$ cat src/hdl/q2e_pkg.sv
package q2e_pkg;

    localparam int ANGLE_FRAC_BITS = 7;
    localparam int ACC_FRAC = 20;
    localparam int ROUND_SHIFT = ACC_FRAC - ANGLE_FRAC_BITS;
    localparam int ROUND_HALF = 1 << (ROUND_SHIFT - 1);

    localparam int QUAT_W = 16;
    localparam int PROD_W = 2 * QUAT_W;
    localparam int TERM_W = PROD_W + 2;
    localparam int S_W = 32;
    localparam int REM_W = 61;
    localparam int ROOT_W = 31;
    localparam int CW = TERM_W + 2;
    localparam int ACC_W = 32;

    localparam int TERM_STAGES = 3;
    localparam int ISQRT_STAGES = ROOT_W;
    localparam int CORDIC_STEPS = 23;
    localparam int CORDIC_STAGES = CORDIC_STEPS + 1;
    localparam int PIPE_DEPTH = TERM_STAGES + ISQRT_STAGES + CORDIC_STAGES + 1;

    localparam logic signed [S_W-1:0] Q30_ONE = S_W'(64'sd1 <<< 30);
    localparam logic signed [ACC_W-1:0] DEG180 = ACC_W'(64'sd180 <<< ACC_FRAC);
    localparam logic signed [ACC_W-1:0] DEG90 = ACC_W'(64'sd90 <<< ACC_FRAC);

    localparam logic signed [ACC_W-1:0] ATAN_TAB [0:CORDIC_STEPS-1] = '{
        32'sd47185920, 32'sd27855475, 32'sd14718068, 32'sd7471121, 32'sd3750058,
        32'sd1876857, 32'sd938658, 32'sd469357, 32'sd234682, 32'sd117342,
        32'sd58671, 32'sd29335, 32'sd14668, 32'sd7334, 32'sd3667, 32'sd1833,
        32'sd917, 32'sd458, 32'sd229, 32'sd115, 32'sd57, 32'sd29, 32'sd14
    };

    typedef struct packed {
        logic clamped;
        logic unit;
        logic neg;
    } pitch_flags_t;

    typedef struct packed {
        logic signed [TERM_W-1:0] rnum;
        logic signed [TERM_W-1:0] rden;
        logic signed [TERM_W-1:0] ynum;
        logic signed [TERM_W-1:0] yden;
        logic signed [S_W-1:0] s;
        pitch_flags_t flags;
    } terms_t;

    // round half up to output units, then saturate to a signed field of width bits
    function automatic logic [15:0] round_sat(input logic signed [ACC_W-1:0] acc,
                                              input int width);
        logic signed [ACC_W:0] sum;
        logic signed [ACC_W:0] v;
        logic signed [ACC_W:0] hi;
        logic signed [ACC_W:0] lo;
        logic signed [ACC_W:0] res;
        sum = $signed({acc[ACC_W-1], acc}) + (ACC_W+1)'(ROUND_HALF);
        v = sum >>> ROUND_SHIFT;
        hi = ((ACC_W+1)'(1) <<< (width - 1)) - (ACC_W+1)'(1);
        lo = -hi - (ACC_W+1)'(1);
        if (v > hi)
        begin
            res = hi;
        end
        else if (v < lo)
        begin
            res = lo;
        end
        else
        begin
            res = v;
        end
        return res[15:0];
    endfunction

endpackage

$ cat src/hdl/q2e_isqrt.sv
module q2e_isqrt
    import q2e_pkg::*;
(
    input  logic              clk,
    input  logic              en,
    input  logic [REM_W-1:0]  rem,
    output logic [ROOT_W-1:0] root
);

    localparam int VW = REM_W + 1;

    logic [VW-1:0] v_reg   [1:ISQRT_STAGES];
    logic [VW-1:0] res_reg [1:ISQRT_STAGES];

    for (genvar k = 0; k < ISQRT_STAGES; k++)
    begin : g_step
        localparam logic [VW-1:0] BIT = VW'(1) << (2 * (ISQRT_STAGES - 1 - k));
        logic [VW-1:0] v_in, res_in, trial;
        if (k == 0)
        begin : g_first
            assign v_in = VW'(rem);
            assign res_in = '0;
        end
        else
        begin : g_rest
            assign v_in = v_reg[k];
            assign res_in = res_reg[k];
        end
        assign trial = res_in + BIT;
        always_ff @(posedge clk)
        begin
            if (en)
            begin
                if (v_in >= trial)
                begin
                    v_reg[k+1] <= v_in - trial;
                    res_reg[k+1] <= (res_in >> 1) + BIT;
                end
                else
                begin
                    v_reg[k+1] <= v_in;
                    res_reg[k+1] <= res_in >> 1;
                end
            end
        end
    end

    assign root = res_reg[ISQRT_STAGES][ROOT_W-1:0];

endmodule

$ cat config.mk
export PLATFORM = sky130hd
export DESIGN_NAME = q2e_isqrt
export DESIGN_NICKNAME = d
export VERILOG_FILES = /design/src/hdl/q2e_pkg.sv /design/src/hdl/q2e_isqrt.sv
export SDC_FILE = /design/constraint.sdc
export NUM_CORES = 2
export LEC_CHECK = 0
export BUFFER_PORTS_ARGS = -buffer_cell sky130_fd_sc_hd__buf_2
export CAP_MARGIN = 20
export CORE_UTILIZATION = 55
export DETAILED_ROUTE_END_ITERATION = 12
export PLACE_DENSITY = 0.74
export REMOVE_ABC_BUFFERS = 1
export SYNTH_ARGS = -nofsm -noshare
export SYNTH_HDL_FRONTEND = slang
export SYNTH_SLANG_ARGS = --single-unit
$ cat constraint.sdc
create_clock -name clk -period 4.4 [get_ports clk]
set_input_delay 0.66 -clock clk [delete_from_list [all_inputs] [get_ports clk]]
set_output_delay 0.66 -clock clk [all_outputs]
set_load 0.05 [all_outputs]
==> flow_summary.yaml <==
run_status:
  status: "finished clean"
sta:
  rsz0062_at_grt: "false"
  finalSetupTns_ps: 0
  slew-limit-headroom: 0.221
  whs_ps: 349
  setup_ws_ps: 230
  finalHoldViolCount: 0
  setup_viol: 0
  fin_crit_sh: 0.948
  fmaxAchievable_mhz: 240
  worstMarginPinSlew_ps: 1170
  min_period_ps: 4170
  drv_slew: 0
  clock_skew_ps: 58.7
final_layout:
  drive_gt1_frac: 0.0767
  fin_util: 0.619
  largest_reg_flops: 1860
  syn_to_final_growth_pct: 11.5
  postLayoutCellArea_um2: 126000
  nNetsFinal: 9921
logic_synthesis:
  synth_cells: 9019
  yosysTopAreaCellShare: 0.628
  ys.flop_type: "edfxtp_1"
  ys_types: 91
  ys_seq_area_frac: 0.628
  avgSynthCellArea_um2: 12.5
  synth-edff-count: 2356
  synthTopCellsByArea: "edfxtp_1 (63%), ha_1 (5.8%), xor2_1 (3.2%)"
  synth-seq-cells: 2356
  syn-cell-area_um2: 113000
  yosys_warnings: 0
  yosys.area.top_type: "edfxtp_1"
  async_flop_share: 0
clock_network:
  cts-root-buf: "clkbuf_16"
  cts_max_path_buffers: 3
  htree_levels: 4
  worst_skew_pair.late_latency_ps: 900
  cts_setup_buffers: 0
  cts_tree: "built"
  cts_sinks: 2356
  numCtsBuffers: 235
  path_clk_slew_ps: 60
global_route:
  met2_usage: 0.436
  grt_use_total: 0.266
  grt_pass1_vias: 70800
  grt_overflow_total: 0
  grt_max_degree: 223
  antenna_found_initial: 11
  grt_busiest_layer: "met2"
  met1_usage: 0.375
  grtUsageMet3: 0.0416
  grt_pass1_wl_mm: 420
min_path:
  holdCritStartpoint: "en"
  hold_class: "in -> reg"
floorplanning:
  pin_count: 94
  die_h_um: 454
  initial_core_util: 0.555
  row_count: 165
  die_x_um: 454
  coreArea_um2: 203000
  fp.dieArea_um2: 207000
placement:
  gp_congestion: 0.964
  dpl.hpwl_mm: 206
  port_buffers: 93
  place_ws_ps: 156
  dpl_cell_area_um2: 117000
setup_path:
  critPathRequiredTime_ps: 5010
  crit_type: "reg -> reg"
  endpoint_kind: "flop"
  worstPathMaxFanout: 43
  cp.arrival_ps: 4780
  worstSetupStartpointType: "flop"
  reg2reg_from: "v_reg[0][1656]$_DFFE_PP_"
  crit_start: "v_reg[0][1656]$_DFFE_PP_"
route:
  drt_wl_total_mm: 278
  detail-route-antenna-nets: 0
  first_pass_iters: 6
  vias_per_cell: 6.00
  drtIter0Drc: 7988
  drc: 0
  wl_per_cell_um: 22.7
  num_vias: 73200
pwr:
  pwr_density_cell_nw_per_um2: 515
  ir_drop_mv: 0.448
  total_leakage_power_nw: 46.9
job:
  max_cap_viol_count: 0
## through the flow
| step | cells | power [mW] |
|---|---|---|
| 2_1_floorplan | 8817 | 39.1 |
| 6_report | 12200 | 64.7 |
| 3_5_place_dp | 11700 | 43.9 |
| 4_1_cts | 12200 | 64.8 |
| 3_3_place_gp | 11700 | 43.6 |
| 5_1_grt | 12200 | 67.4 |
## synthesized netlist by cell type, types with 144 or more instances
cell and instances:
nor3_1 253, edfxtp_1 2356, nor4_1 328, nand3_1 144, a21o_1 184, xnor2_1 402, nor2_1 536, ha_1 523
nand2_1 689, o21ai_0 539, clkbuf_1 194, xor2_1 415, inv_1 646, a21oi_1 511, nand4_1 145
## worst max-delay path, cell delays in order (launching register included)
cell and delay [ps]:
edfxtp_1 420, or3_1 440, or3_1 440, nor4_2 380, or4b_2 650, a311o_1 330, a2111oi_4 340, buf_4 470
mux2_2 390
## report_power, final
group | internal (mW) | total [mW] | switching, mW
Sequential | 28.3 | 30.6 | 2.30
Combinational | 5.22 | 13.1 | 7.86
Clock | 12.0 | 20.9 | 8.88
Total | 45.6 | 64.7 | 19.1
## area by class of cell
type                    count  area (µm²)
clock buffers             261        6000
well taps                2672        3340
fillers                 15200       77200
flip-flops and latches   2356       70700
diodes                      6        15.0
multi-input cells        5813       38700
repair buffers            281        2160
inverters                 648        2430
clock inverters           177        2130
## kinds of logic after synthesis
logic type / count (synthesis) / synth area share
adders and majority gates: 523 / 0.0581
buffers and inverters: 850 / 0.0284
DFF: 2356 / 0.628
and+or+nand+nor: 2731 / 0.124
muxes: 76 / 0.00748
AOI/OAI and AO/OA: 1666 / 0.0897
xor gates and xnor gates: 817 / 0.0635
## cells in the final DEF, fill, tap and decap left out, types with 21 or more instances in the layout
master,Yosys,routed
a211oi_1,30,29
bufinv_16,0,37
clkinvlp_4,0,23
nand2b_1,111,111
nor4_1,328,326
or4_1,76,76
or3_1,87,87
a31oi_1,33,33
clkinv_1,1,54
nor3_1,253,252
clkinv_2,0,45
o211ai_1,21,21
nor4b_1,46,45
ha_1,523,523
and3_1,49,49
a21oi_1,511,510
and2_1,40,40
inv_1,646,646
xor2_1,415,415
o21ai_0,539,539
o21bai_1,49,49
edfxtp_1,2356,2356
o31ai_1,25,25
nand3_1,144,144
nand4_1,145,145
a21o_1,184,184
o21a_1,90,90
clkbuf_16,0,236
mux2_2,65,65
nor2_1,536,536
nand3b_1,22,22
buf_2,6,92
nor2b_1,76,75
nand2_1,689,689
xnor2_1,402,402
buf_4,0,118
clkbuf_1,194,25
or2_2,37,37
dlygate4sd3_1,0,61
## worst paths after layout
kind | endpoint | slack [ps] | cells after the start
min reg2reg | v_reg[0][1379]$_DFFE_PP_ | 420 | 0
max reg2reg | v_reg[0][1686]$_DFFE_PP_ | 230 | 8
max | v_reg[0][1686]$_DFFE_PP_ | 230 | 8
min | v_reg[0][1209]$_DFFE_PP_ | 350 | 2
## layer usage
metal  up-vias  part of all wire
met1     36200              0.43
met4         6             0.020
met3       385             0.069
met5         -           0.00012
met2      2444              0.48
li1      34200                 -
## timing repair
| action | 4_1_cts | 5_1_grt |
|---|---|---|
| hold buffers | 61 | 0 |
| endpoints found under the setup margin | 0 | 12 |
| gates resized for setup | 0 | 4 |
| endpoints found under the hold margin | 63 | 0 |
(Power assumes the default switching activity.)
